<file path="src/hw/rtl/gcap_pkg.sv">
// ----------------------------------------------------------------------------
// gcap_pkg
// Shared types, constants and the class/id decoder for the acknowledge parser.
// ----------------------------------------------------------------------------
package gcap_pkg;

    localparam int unsigned POS_W = 4;

    localparam logic [7:0] SYNC_FIRST  = 8'hB5;
    localparam logic [7:0] SYNC_SECOND = 8'h62;
    localparam logic [7:0] ACK_ID      = 8'h01;
    localparam logic [7:0] CFG_CLASS   = 8'h06;

    localparam logic [7:0] ID_MSG  = 8'h01;
    localparam logic [7:0] ID_GNSS = 8'h3E;
    localparam logic [7:0] ID_SBAS = 8'h17;
    localparam logic [7:0] ID_RATE = 8'h08;
    localparam logic [7:0] ID_PORT = 8'h00;

    localparam logic [POS_W-1:0] HEADER_LEN    = 4'd4;
    localparam logic [POS_W-1:0] ACK_FRAME_LEN = 4'd10;
    localparam logic [POS_W-1:0] BAD_FRAME_LEN = 4'd1;

    typedef enum logic [2:0] {
        ACK_NONE = 3'd0,
        ACK_MSG  = 3'd1,
        ACK_GNSS = 3'd2,
        ACK_SBAS = 3'd3,
        ACK_RATE = 3'd4,
        ACK_PORT = 3'd5
    } ack_kind_t;

    typedef struct packed {
        logic      frame_done;
        ack_kind_t ack_kind;
    } parse_result_t;

    function automatic ack_kind_t decode_kind(input logic [7:0] cls, input logic [7:0] id);
        ack_kind_t kind;
        kind = ACK_NONE;
        if (cls == CFG_CLASS) begin
            unique case (id)
                ID_MSG:  kind = ACK_MSG;
                ID_GNSS: kind = ACK_GNSS;
                ID_SBAS: kind = ACK_SBAS;
                ID_RATE: kind = ACK_RATE;
                ID_PORT: kind = ACK_PORT;
                default: kind = ACK_NONE;
            endcase
        end
        return kind;
    endfunction

endpackage

</file>
<file path="src/hw/rtl/gcap_parser.sv">
// ----------------------------------------------------------------------------
// gcap_parser
// Frame buffer, position and length state, and the per-byte parse logic.
// ----------------------------------------------------------------------------
module gcap_parser
    import gcap_pkg::*;
#(
    parameter int unsigned BUFFER_BYTES = 12
) (
    input  logic          aclk,
    input  logic          aresetn,
    input  logic          step_en,
    input  logic [7:0]    rx_byte,
    output parse_result_t result
);

    localparam int unsigned IDX_W = $clog2(BUFFER_BYTES);
    localparam logic [POS_W:0] DEPTH_W1 = (POS_W+1)'(BUFFER_BYTES);
    localparam logic [POS_W-1:0] LAST_POS = POS_W'(BUFFER_BYTES - 1);

    logic [7:0]       buf_reg [BUFFER_BYTES];
    logic [POS_W-1:0] byte_position_reg, byte_position_next;
    logic [POS_W-1:0] frame_length_reg, frame_length_next;

    logic [POS_W-1:0] pos_sat;
    logic [POS_W:0]   pos_inc;
    logic [7:0]       b0, b1, b3, b6, b7;

    assign pos_sat = ({1'b0, byte_position_reg} >= DEPTH_W1) ? LAST_POS : byte_position_reg;
    assign pos_inc = {1'b0, pos_sat} + (POS_W+1)'(1);

    // Buffer view after this byte is stored: the incoming byte overrides its slot.
    assign b0 = (pos_sat == POS_W'(0)) ? rx_byte : buf_reg[0];
    assign b1 = (pos_sat == POS_W'(1)) ? rx_byte : buf_reg[1];
    assign b3 = (pos_sat == POS_W'(3)) ? rx_byte : buf_reg[3];
    assign b6 = (pos_sat == POS_W'(6)) ? rx_byte : buf_reg[6];
    assign b7 = (pos_sat == POS_W'(7)) ? rx_byte : buf_reg[7];

    always_comb begin
        byte_position_next = pos_inc[POS_W-1:0];
        frame_length_next  = frame_length_reg;
        result.frame_done  = 1'b0;
        result.ack_kind    = ACK_NONE;
        if (pos_inc <= {1'b0, HEADER_LEN}) begin
            if (b0 != SYNC_FIRST) begin
                byte_position_next = '0;
            end else if (pos_inc == {1'b0, HEADER_LEN}) begin
                if (b1 == SYNC_SECOND && b3 == ACK_ID) begin
                    frame_length_next = ACK_FRAME_LEN;
                end else begin
                    frame_length_next  = BAD_FRAME_LEN;
                    byte_position_next = '0;
                end
            end
        end else if (pos_inc >= {1'b0, frame_length_reg}) begin
            byte_position_next = '0;
            result.frame_done  = 1'b1;
            result.ack_kind    = decode_kind(b6, b7);
        end
    end

    always_ff @(posedge aclk) begin
        if (!aresetn) begin
            byte_position_reg <= '0;
            frame_length_reg  <= '0;
        end else if (step_en) begin
            byte_position_reg <= byte_position_next;
            frame_length_reg  <= frame_length_next;
        end
    end

    always_ff @(posedge aclk) begin
        if (step_en) begin
            buf_reg[pos_sat[IDX_W-1:0]] <= rx_byte;
        end
    end

`ifndef SYNTH
    // A frame with a good header ends at ten bytes, others earlier, so the position never reaches ten.
    a_pos_in_frame: assert property (@(posedge aclk) disable iff (!aresetn)
        byte_position_reg < ACK_FRAME_LEN)
        else $error("byte position ran past the frame length");

    // The payload part of a frame is only entered after a good header.
    a_len_after_header: assert property (@(posedge aclk) disable iff (!aresetn)
        byte_position_reg > HEADER_LEN |-> frame_length_reg == ACK_FRAME_LEN)
        else $error("payload position without a good header");

    a_done_resets_pos: assert property (@(posedge aclk) disable iff (!aresetn)
        step_en && result.frame_done |=> byte_position_reg == '0)
        else $error("position not cleared after a completed frame");
`endif

endmodule

</file>
<file path="src/hw/rtl/gnss_config_ack_parser.sv">
// A byte from s_* passes the input register, then the result register, to m_*;
// they decouple the two sides. One byte per cycle while m_tready is high.
// The parse state advances when a byte moves from the input to the result register.
// Reset (aresetn low, synchronous) clears both valid flags and the frame position;
// the frame buffer itself is not reset.
// ----------------------------------------------------------------------------
// gnss_config_ack_parser
// Byte-stream recognizer for configuration acknowledge frames.
// ----------------------------------------------------------------------------
module gnss_config_ack_parser
    import gcap_pkg::*;
#(
    parameter int unsigned BUFFER_BYTES = 12
) (
    input  logic       aclk,
    input  logic       aresetn,
    input  logic       s_tvalid,
    output logic       s_tready,
    input  logic [7:0] s_tdata,   // [7:0] rx_byte
    output logic       m_tvalid,
    input  logic       m_tready,
    output logic [7:0] m_tdata,   // [2:0] ack_kind, [7:3] zero
    output logic       m_tlast    // frame_done
);

    logic          in_valid_reg;
    logic [7:0]    in_byte_reg;
    logic          out_valid_reg;
    parse_result_t out_result_reg;
    parse_result_t step_result;
    logic          advance;

    assign advance  = in_valid_reg && (!out_valid_reg || m_tready);
    assign s_tready = !in_valid_reg || advance;

    gcap_parser #(
        .BUFFER_BYTES(BUFFER_BYTES)
    ) u_parser (
        .aclk    (aclk),
        .aresetn (aresetn),
        .step_en (advance),
        .rx_byte (in_byte_reg),
        .result  (step_result)
    );

    always_ff @(posedge aclk) begin
        if (!aresetn) begin
            in_valid_reg  <= 1'b0;
            out_valid_reg <= 1'b0;
        end else begin
            if (s_tready) begin
                in_valid_reg <= s_tvalid;
            end
            if (advance) begin
                out_valid_reg <= 1'b1;
            end else if (m_tready) begin
                out_valid_reg <= 1'b0;
            end
        end
    end

    always_ff @(posedge aclk) begin
        if (s_tready && s_tvalid) begin
            in_byte_reg <= s_tdata;
        end
        if (advance) begin
            out_result_reg <= step_result;
        end
    end

    assign m_tvalid = out_valid_reg;
    assign m_tlast  = out_result_reg.frame_done;
    assign m_tdata  = {5'b0, out_result_reg.ack_kind};

`ifndef SYNTH
    a_kind_only_on_done: assert property (@(posedge aclk) disable iff (!aresetn)
        m_tvalid && !m_tlast |-> m_tdata[2:0] == ACK_NONE)
        else $error("ack kind reported without a completed frame");

    a_kind_range: assert property (@(posedge aclk) disable iff (!aresetn)
        m_tvalid |-> m_tdata[2:0] <= ACK_PORT && m_tdata[7:3] == 5'b0)
        else $error("ack kind out of range");

    // A held input byte must never be dropped while the result side stalls.
    a_in_held: assert property (@(posedge aclk) disable iff (!aresetn)
        in_valid_reg && !advance |=> in_valid_reg && $stable(in_byte_reg))
        else $error("stalled input byte lost");
`endif

endmodule
</file>
<file path="config.mk">
export PLATFORM = sky130hd
export DESIGN_NAME = gnss_config_ack_parser
export DESIGN_NICKNAME = d
export VERILOG_FILES = /design/src/hw/rtl/gcap_pkg.sv /design/src/hw/rtl/gcap_parser.sv /design/src/hw/rtl/gnss_config_ack_parser.sv
export SDC_FILE = /design/constraint.sdc
export NUM_CORES = 1
export LEC_CHECK = 0
export BUFFER_PORTS_ARGS = -buffer_cell sky130_fd_sc_hd__buf_2
export CAP_MARGIN = 20
export CORE_MARGIN = 3
export CORE_UTILIZATION = 55
export DETAILED_ROUTE_END_ITERATION = 16
export MAX_ROUTING_LAYER = met4
export PLACE_DENSITY = 0.72
export SKIP_CTS_REPAIR_TIMING = 1
export SLEW_MARGIN = 20
export SYNTH_ARGS = -nofsm -noshare
export SYNTH_HDL_FRONTEND = slang
export SYNTH_SLANG_ARGS = --single-unit
</file>
<file path="constraint.sdc">
create_clock -name aclk -period 3.8 [get_ports aclk]
set_input_delay 0.19 -clock aclk [delete_from_list [all_inputs] [get_ports aclk]]
set_output_delay 0.19 -clock aclk [all_outputs]
set_load 0.01 [all_outputs]
</file>
# ---- Yosys cells after proc, flatten, opt, wreduce, memory -nomap -nowiden
# Memory sizes are Yosys's and may differ from the RTL's.
# Index checks and enable logic that the tools add are counted.
dict set report classes {
  add_sub_neg 1
  n_lt_le_gt_ge 3
  eq_ne 13
  mux 19
  bitwise 3
  n_reduce_logical 12
}
# cell count
set op_table {}
lappend op_table {{$mux 8} 5}
lappend op_table {{$mux 4} 8}
lappend op_table {{$eq 8x1->1 const B} 2}
lappend op_table {{$pmux 3 s5} 1}
lappend op_table {{$eq 4x3->1 const B} 2}
lappend op_table {{$eq 8x3->1 const B} 1}
lappend op_table {{$eq 8x4->1 const B} 1}
lappend op_table {{$eq 8x5->1 const B} 1}
lappend op_table {{$eq 8x6->1 const B} 1}
lappend op_table {{$eq 8x7->1 const B} 1}
lappend op_table {{$logic_not 8->1} 1}
lappend op_table {{$ne 8x8->1 const B} 1}
lappend op_table {{$add 4x1->5 const B} 1}
lappend op_table {{$eq 5x3->1 const B} 1}
lappend op_table {{$ge 5x4->1} 1}
lappend op_table {{$le 5x3->1 const B} 1}
lappend op_table {{$eq 4x1->1 const B} 1}
lappend op_table {{$eq 4x2->1 const B} 1}
lappend op_table {{$ge 4x4->1 const B} 1}
lappend op_table {{$logic_not 4->1} 1}
lappend op_table {{$mux 1} 4}
lappend op_table {{$reduce_and 4->1} 1}
lappend op_table {{$logic_and 1x1->1} 3}
lappend op_table {{$mux 3} 1}
lappend op_table {{other kinds (5)} 9}
dict set report word_totals {
  regBits 22
  ramBits 96
  inputBits 12
  output_inout_bits 11
  elab_cells 59
  n_memories 1
}
# name depth width rd rd_ports_with_merged_regs write_ports line
set memory_table {}
lappend memory_table {u_parser.buf_reg 12 8 5 0 1 gcap_parser.sv:21} ;# logic [7:0] buf_reg [BUFFER_BYTES];

# ---- Logic depth before layout (Yosys ltp)
# Gate-level depths: netlist (run 1).
dict set report logic_depth {
  depth_word 10
  depth_mapped 10
  depth_no_buf 8
}

# ---- Cells and area by module
# A second synthesis (run 1) with hierarchy kept.
dict set report hier_totals {
  cells_unflattened 183
  area_unflattened_um2 2635.0
}
# mod n_inst cells_each area_each_um2 seq_area_each_um2
set by_module_without_submodules {}
lappend by_module_without_submodules {gcap_parser 1 156 2129.5 1321.3}
lappend by_module_without_submodules {gnss_config_ack_parser 1 27 505.5 400.4}

# ---- Least setup slack after synthesis (run 1)
# Ideal clock, no wire load.
dict set report synth_timing {
  path_kind {register to register}
  start {register u_parser.byte_position_reg[3]}
  end {register u_parser.byte_position_reg[2]}
  setup_ps 112
  arrival_ps 2573
  required_ps 3688
  path_slack_ps 1115
  stages_incl_launch_ff 10
  n_path_buf 1
  period_less_slack_ps 2685
  path_cell_list {dfxtp_1 clkbuf_1 a21oi_1 inv_1 ha_1 or3b_1 or4_1 a22oi_2 nor4_1 a2111oi_1}
}
dict set report synth_between {
  elab_chain_len 10
  word_cells_on_any_way 21
  classes_between {add/sub: 1; order compare: 3; eq/ne: 6; mux: 9; reduce/logical: 2}
}
# element line
set synth_rtl {}
lappend synth_rtl {{start, declared} gcap_parser.sv:22} ;# logic [POS_W-1:0] byte_position_reg, byte_position_next;
lappend synth_rtl {{start signal, assigned} gcap_parser.sv:67} ;# byte_position_reg <= byte_position_next;
lappend synth_rtl {{$ge 4x4->1} gcap_parser.sv:29} ;# assign pos_sat = ({1'b0, byte_position_reg} >= DEPTH_W1) ? LAST_POS : byte_position_reg;
lappend synth_rtl {{$mux 4 (*)} gcap_parser.sv:29}
lappend synth_rtl {{parallel branches: the longest is 7 deep, another holds $add 4x1->5} n/a}
lappend synth_rtl {{$mux 4 (*)} gcap_parser.sv:44} ;# if (pos_inc <= {1'b0, HEADER_LEN}) begin
# Mark *: on every way between the ends.
# A chain may end at the register's enable or synchronous reset.

# ---- Worst setup path after layout (run 1)
# Same ends and word-level chain as after synthesis.

==> summary.md, run 1 <==
| Metric | Value |
|---|---|
| Status | finished, final reports clean |
| Die Width | 75.6 um |
| Num CTS Buffers | 9 |
| Pre-CTS setup slack | 0.849 ns |
| Overall Power | 1.30 mW |
| Die extent in y | 75.6 um |
| IO buf count | 17 |
| Worst clock skew | 0.00697 ns |
| Seq/Total Area, Yosys | 0.646 |
| Clock buffer depth | 2 |
| Max FFs per register | 40 |
| Crit path launch type | register |
| Final Hold Fails | 0 |
| DR pass1 iterations | 6 |
| Crit. End Element | register |
| Final setup violation count | 0 |
| Max Cap Viol | 0 |
| Core area | 4500 um2 |
| CP Cell Sequence | a21oi_1 > ha_1 > inv_1 > ha_1 > a211o_1 > o21ai_0 > o21ai_0 > a2111oi_1 |
| Crit path max-delay family | compound AO/OA/AOI/OAI gates |
| Leakage power | 1.05 nW |
| Placer Congestion | 1.00 |
| FF/Latch Area | 1720 um2 |
| Async SR Flop Fraction | 0 |
| IO Pins | 23 |
| Share of cells above drive strength 1 | 0.164 |
| Pins Over Slew Limit | 0 |
| Vias in the first global route | 1,637 |
| Avg WL per Cell | 17.7 um |
| Die area | 5720 um2 |
| Fin crit share | 0.802 |
| CTS tree | done |
| Hold WC Path Type | in -> reg |
| Root buf cell | clkbuf_8 |
| Vias per cell | 6.06 |
| Yosys top cell by area | edfxtp_1 |
| EDFF count, synth | 52 |
| Multi-input gate area | 876 um2 |
| GRT overflow | 0 |
| Fin area | 2960 um2 |
| CP required | 4.01 ns |
| Critical path type | reg -> reg |
| Clk_lat worst skew | 0.33 ns |
| Worst vdd ir | 262 uV |
| Yosys cell types | 49 |
| Fillers | 344 |
| Num rows | 24 |
| Post-Syn Area | 2670 um2 |
| Area Growth Syn to Fin | 11.1% |
| Syn Inst Count | 204 |
| GRT Util Overall | 0.212 |
| Clock-pin slew on the worst setup and hold paths | 0.06 ns |
| Unrepaired setup endpoints after global routing | false |
| Most used DFF post-synth | edfxtp_1 |
| Antenna cells | 0 |
| Tmin final | 3.05 ns |
| Sink Count | 60 |
| Antenna violations before repair | 0 |
| #FFs+latches synth | 60 |
| Final Net Count | 247 |
| Setup TNS | 0 ns |
| Synth top area cells | edfxtp_1 59%, dfxtp_1 6.0%, ha_1 3.8%, nor2_1 2.1%, nand2_1 1.8% |
| Final WL | 5030 um |
| Post-synthesis average cell area | 13.1 um2 |
| Worst Path Buf+Inv | 1 |
| DRC violations left | 0 |
| Synth warnings | 0 |
| Post-Layout Cell Count | 284 |
| CP arrival | 3.26 ns |
| Cell count after placement | 268 |
| Pwr dens | 439 nW/um2 |
| Fmax | 328 MHz |
| First-pass GRT wire length | 8160 um |
| Worst Max-Slew Pin Slew | 0.926 ns |
| Routed vias | 1,722 |
| Worst-path fanout max | 16 |
| ANT nets after route | 0 |
| Largest net degree at the start of global routing | 17 |
| Critical path's largest stage delay | 0.60 ns |
| Placed Instance Area | 2780 um2 |
| Post-DP HPWL | 3460 um |
| Synth top area share | 0.586 |
| Worst path slowest cell | dfxtp_1 |
| Slew Limit Headroom | 0.367 |
| Starting density of the core | 0.592 |
| Worst setup margin | 0.754 ns |
| Detailed Route Iter0 Violations | 147 |
| Htree depth | 3 |
## worst paths after layout
path | from | end | slack [ns] | cells past startpoint
worst max-delay path | u_parser.byte_position_reg[3]$_SDFFE_PN0P_ | u_parser.byte_position_reg[2]$_SDFFE_PN0P_ | 0.75 | 8
worst min-delay path | s_tdata[7] | in_byte_reg[7]$_DFFE_PP_ | 0.03 | 1
worst max register to register | u_parser.byte_position_reg[3]$_SDFFE_PN0P_ | u_parser.byte_position_reg[2]$_SDFFE_PN0P_ | 0.75 | 8
worst min register to register | u_parser.frame_length_reg[1]$_SDFFE_PN0P_ | u_parser.frame_length_reg[1]$_SDFFE_PN0P_ | 0.52 | 2
## metrics by stage
step                      hold slack, ns   util
after CTS                         0.0200  0.657
after floorplan                    0.289      -
after global routing              0.0140  0.657
after detailed placement           0.368  0.617
final                             0.0349  0.657
after global placement             0.367  0.617
## where the power goes
group | leakage, nW | internal (mW) | total [mW] | switching, mW
sequential | 0.545 | 0.729 | 0.747 | 0.0177
clock | 0.0911 | 0.296 | 0.525 | 0.229
combinational | 0.418 | 0.0113 | 0.0298 | 0.0185
## cells in the mapped netlist (3+ instances only)
cell and n:
o21ai_0 4, ha_1 8, nor2b_1 5, nand4_1 4, dfxtp_1 8, nor4bb_1 4
inv_1 8, mux2i_1 3, nand3b_1 4, and3_1 4, nor2_1 15, a21oi_1 8
edfxtp_1 52, nand2_1 13, nor4_1 5, buf_4 5, or2_2 4, nand3_1 6
clkbuf_1 4, a211oi_1 4
## final cells by class
type                    instances  area share
multi-input cells             131       0.296
well taps                      52      0.0220
clock inverters                 6      0.0186
flip-flops and latches         60       0.582
clock buffers                  10      0.0431
inverters                       8      0.0101
repair buffers                 17      0.0287
## placed cells by master, fill, tap and decap left out, types with 3 or more instances in the layout
cell type | Yosys | routed
nand3_1 | 6 | 6
edfxtp_1 | 52 | 52
nor2_1 | 15 | 15
and3_1 | 4 | 4
clkbuf_8 | 0 | 9
nand3b_1 | 4 | 4
mux2i_1 | 3 | 3
nand2_1 | 13 | 13
nor4bb_1 | 4 | 4
nand4_1 | 4 | 4
inv_1 | 8 | 8
dfxtp_1 | 8 | 8
ha_1 | 8 | 8
conb_1 | 1 | 5
buf_2 | 0 | 17
nor2b_1 | 5 | 5
a211oi_1 | 4 | 4
a21oi_1 | 8 | 8
o21ai_0 | 4 | 4
or2_2 | 4 | 4
nor4_1 | 5 | 5
## cells by family after synthesis
logic type | share of synthesized area
compound gates | 0.0869
fa+ha+maj | 0.0376
buf+inv | 0.0310
flops | 0.646
mux | 0.0113
other cells | 0.00141
simple gates | 0.186
## layer usage
layer	track usage	part of all wire	vias to the layer above
li1	-	-	822
met1	0.269	0.44	810
met2	0.317	0.48	84
met3	0.0554	0.070	6
met4	0.105	0.011	0
met5	-	0	-
Power figures use the tool's default switching activity.
==> run 2: changes to the inputs <==
clock period = 2.95 ns   (was 3.8 ns; I/O delays follow)
==> summary.md, run 2 (synthesized netlist as in run 1, its figures left out) <==
| Metric | Value |
|---|---|
| Status | complete, but fails checks (was finished, final reports clean) |
| Failing checks | hold timing |
| Leakage power | 1.12 nW (was 1.05 nW) |
| WHS Path Cells | 1 (unchanged) |
| WL met2 | 2680 um (was 2410 um) |
| Antenna violations before repair | 0 (unchanged) |
| Switch Pwr | 345 uW (was 265 uW) |
| Clk network pwr share | 0.402 (was 0.403) |
| Final Hold Fails | 2 (was 0) |
| Combinational share of power | 0.034 (was 0.023) |
| Reg2Reg Launch Point | u_parser.byte_position_reg[2]$_SDFFE_PN0P_ (was u_parser.byte_position_reg[3]$_SDFFE_PN0P_) |
| Share of cells above drive strength 1 | 0.191 (was 0.164) |
| IO Pins | 23 (unchanged) |
| Highest metal used | met4 (unchanged) |
| Die extent in y | 75.6 um (unchanged) |
| Num CTS Buffers | 9 (unchanged) |
| Vias in the first global route | 1,761 (was 1,637) |
| Min-delay src | s_tdata[2] (was s_tdata[7]) |
| Routed vias | 1,793 (was 1,722) |
| Pins Over Slew Limit | 0 (unchanged) |
| DRC violations left | 0 (unchanged) |
| Placer Congestion | 0.858 (was 1.00) |
| CP arrival | 2.96 ns (was 3.26 ns) |
| Post-DP HPWL | 3670 um (was 3460 um) |
| Final setup violation count | 0 (unchanged) |
| Root buf cell | clkbuf_8 (unchanged) |
| Tmin final | 2.74 ns (was 3.05 ns) |
| GRT Util Overall | 0.217 (was 0.212) |
| Fin area | 3090 um2 (was 2960 um2) |
| Setup TNS | 0 ns (unchanged) |
| Detailed Route Iter0 Violations | 118 (was 147) |
| Die Width | 75.6 um (unchanged) |
| Unrepaired setup endpoints after global routing | false (unchanged) |
| WL met3 | 271 um (was 353 um) |
| Area Growth Syn to Fin | 15.8% (was 11.1%) |
| Most frequent cells in the layout | 52 x edfxtp_1, 17 x buf_2, 15 x nor2_1 (unchanged) |
| Starting density of the core | 0.592 (unchanged) |
| WHS Endpoint | in_byte_reg[2]$_DFFE_PP_ (was in_byte_reg[7]$_DFFE_PP_) |
| First-pass GRT wire length | 8580 um (was 8160 um) |
| Vias per cell | 6.02 (was 6.06) |
| Max Cap Viol | 0 (unchanged) |
| Die area | 5720 um2 (unchanged) |
| Worst clock skew | 0.00616 ns (was 0.00697 ns) |
| Hold WS | -0.00245 ns (was 0.0349 ns) |
| Fmax | 365 MHz (was 328 MHz) |
| Antenna cells | 0 (unchanged) |
| Crit path launch type | register (unchanged) |
| ANT nets after route | 0 (unchanged) |
| Max FFs per register | 40 (unchanged) |
| CTS tree | done (unchanged) |
| Reg2reg setup slack | 0.21 ns (was 0.75 ns) |
| IO buf count | 17 (unchanged) |
| Most common cell after layout, fill and taps aside | edfxtp_1 (unchanged) |
| Internal power | 1.35 mW (was 1.04 mW) |
| Sw frac | 0.204 (about the same) |
| Htree depth | 3 (unchanged) |
| Overall Power | 1.69 mW (was 1.30 mW) |
| Clock buffer depth | 2 (unchanged) |
| Fin crit share | 0.928 (was 0.802) |
| Worst vdd ir | 403 uV (was 262 uV) |
| WL met1 | 2380 um (was 2210 um) |
| Num rows | 24 (unchanged) |
| Clk_lat worst skew | 0.33 ns (about the same) |
| Final WL | 5430 um (was 5030 um) |
| FF-to-FF End | u_parser.byte_position_reg[2]$_SDFFE_PN0P_ (unchanged) |
| Avg WL per Cell | 18.2 um (was 17.7 um) |
| Crit. End Element | register (unchanged) |
| Critical path type | reg -> reg (unchanged) |
| Placed Instance Area | 2840 um2 (was 2780 um2) |
| Hold WC Path Type | in -> reg (unchanged) |
| Sequential power share | 0.563 (was 0.574) |
| CP required | 3.17 ns (was 4.01 ns) |
| Worst Max-Slew Pin Slew | 0.630 ns (was 0.926 ns) |
| Worst-path fanout max | 7 (was 16) |
| Largest net degree at the start of global routing | 15 (was 17) |
| R2R depth | 8 (unchanged) |
| Pwr dens | 548 nW/um2 (was 439 nW/um2) |
| DR pass1 iterations | 4 (was 6) |
| GRT overflow | 0 (unchanged) |
| Slew Limit Headroom | 0.578 (was 0.367) |
| Clock-pin slew on the worst setup and hold paths | 0.06 ns (about the same) |
| Final Net Count | 261 (was 247) |
| Sink Count | 60 (unchanged) |
| Core area | 4500 um2 (unchanged) |
-- run 2: worst max path at each step --
stage	cells past startpoint	end	slack (ns)	start
global route	8	u_parser.byte_position_reg[2]$_SDFFE_PN0P_	0.02	u_parser.byte_position_reg[2]$_SDFFE_PN0P_
global placement	8	u_parser.byte_position_reg[2]$_SDFFE_PN0P_	0.35	u_parser.byte_position_reg[2]$_SDFFE_PN0P_
floorplan	9	u_parser.byte_position_reg[2]$_SDFFE_PN0P_	0.27	u_parser.byte_position_reg[3]$_SDFFE_PN0P_
finish	8	u_parser.byte_position_reg[2]$_SDFFE_PN0P_	0.21	u_parser.byte_position_reg[2]$_SDFFE_PN0P_
CTS	8	u_parser.byte_position_reg[2]$_SDFFE_PN0P_	0.20	u_parser.byte_position_reg[2]$_SDFFE_PN0P_
detailed placement	8	u_parser.byte_position_reg[2]$_SDFFE_PN0P_	0.25	u_parser.byte_position_reg[2]$_SDFFE_PN0P_
-- run 2: final cells by class --
| class | instances | area (um2) |
|---|---|---|
| clock buffer | 11 | 131 |
| clock inverter | 5 | 52.6 |
| fill | 334 | 1420 |
| inverter | 8 | 30.0 |
| multi-input combinational | 131 | 880 |
| sequential | 60 | 1720 |
| tap | 52 | 65.1 |
| timing repair buffer | 31 | 205 |
-- run 2: metrics by stage --
step	cells	setup slack [ns]	util
2_1_floorplan	208	0.265	-
4_1_cts	292	0.202	0.671
5_1_grt	298	0.0160	0.685
6_report	298	0.213	0.685
3_3_place_gp	276	0.351	0.630
3_5_place_dp	276	0.253	0.630
-- run 2: power by group through the flow --
stage,logic (mW),registers (mW),clock network (mW)
final,0.0580,0.953,0.681
after global routing,0.0643,0.955,0.731
after CTS,0.0513,0.953,0.691
after detailed placement,0.0510,0.971,0
after global placement,0.0487,0.971,0
after floorplan,0.0270,0.969,0
-- run 2: per-layer routing --
| metal | GRT usage | vias up |
|---|---|---|
| li1 | - | 849 |
| met1 | 0.291 | 879 |
| met2 | 0.320 | 55 |
| met3 | 0.0435 | 10 |
| met4 | 0.103 | 0 |
| met5 | - | - |
-- run 2: critical path, stage by stage (launching register included) --
cell	delay, ns
dfxtp_1	0.38
a21o_1	0.23
ha_1	0.33
inv_1	0.05
ha_1	0.29
a2111o_1	0.37
a21oi_1	0.26
o21ai_0	0.28
a2111oi_1	0.44
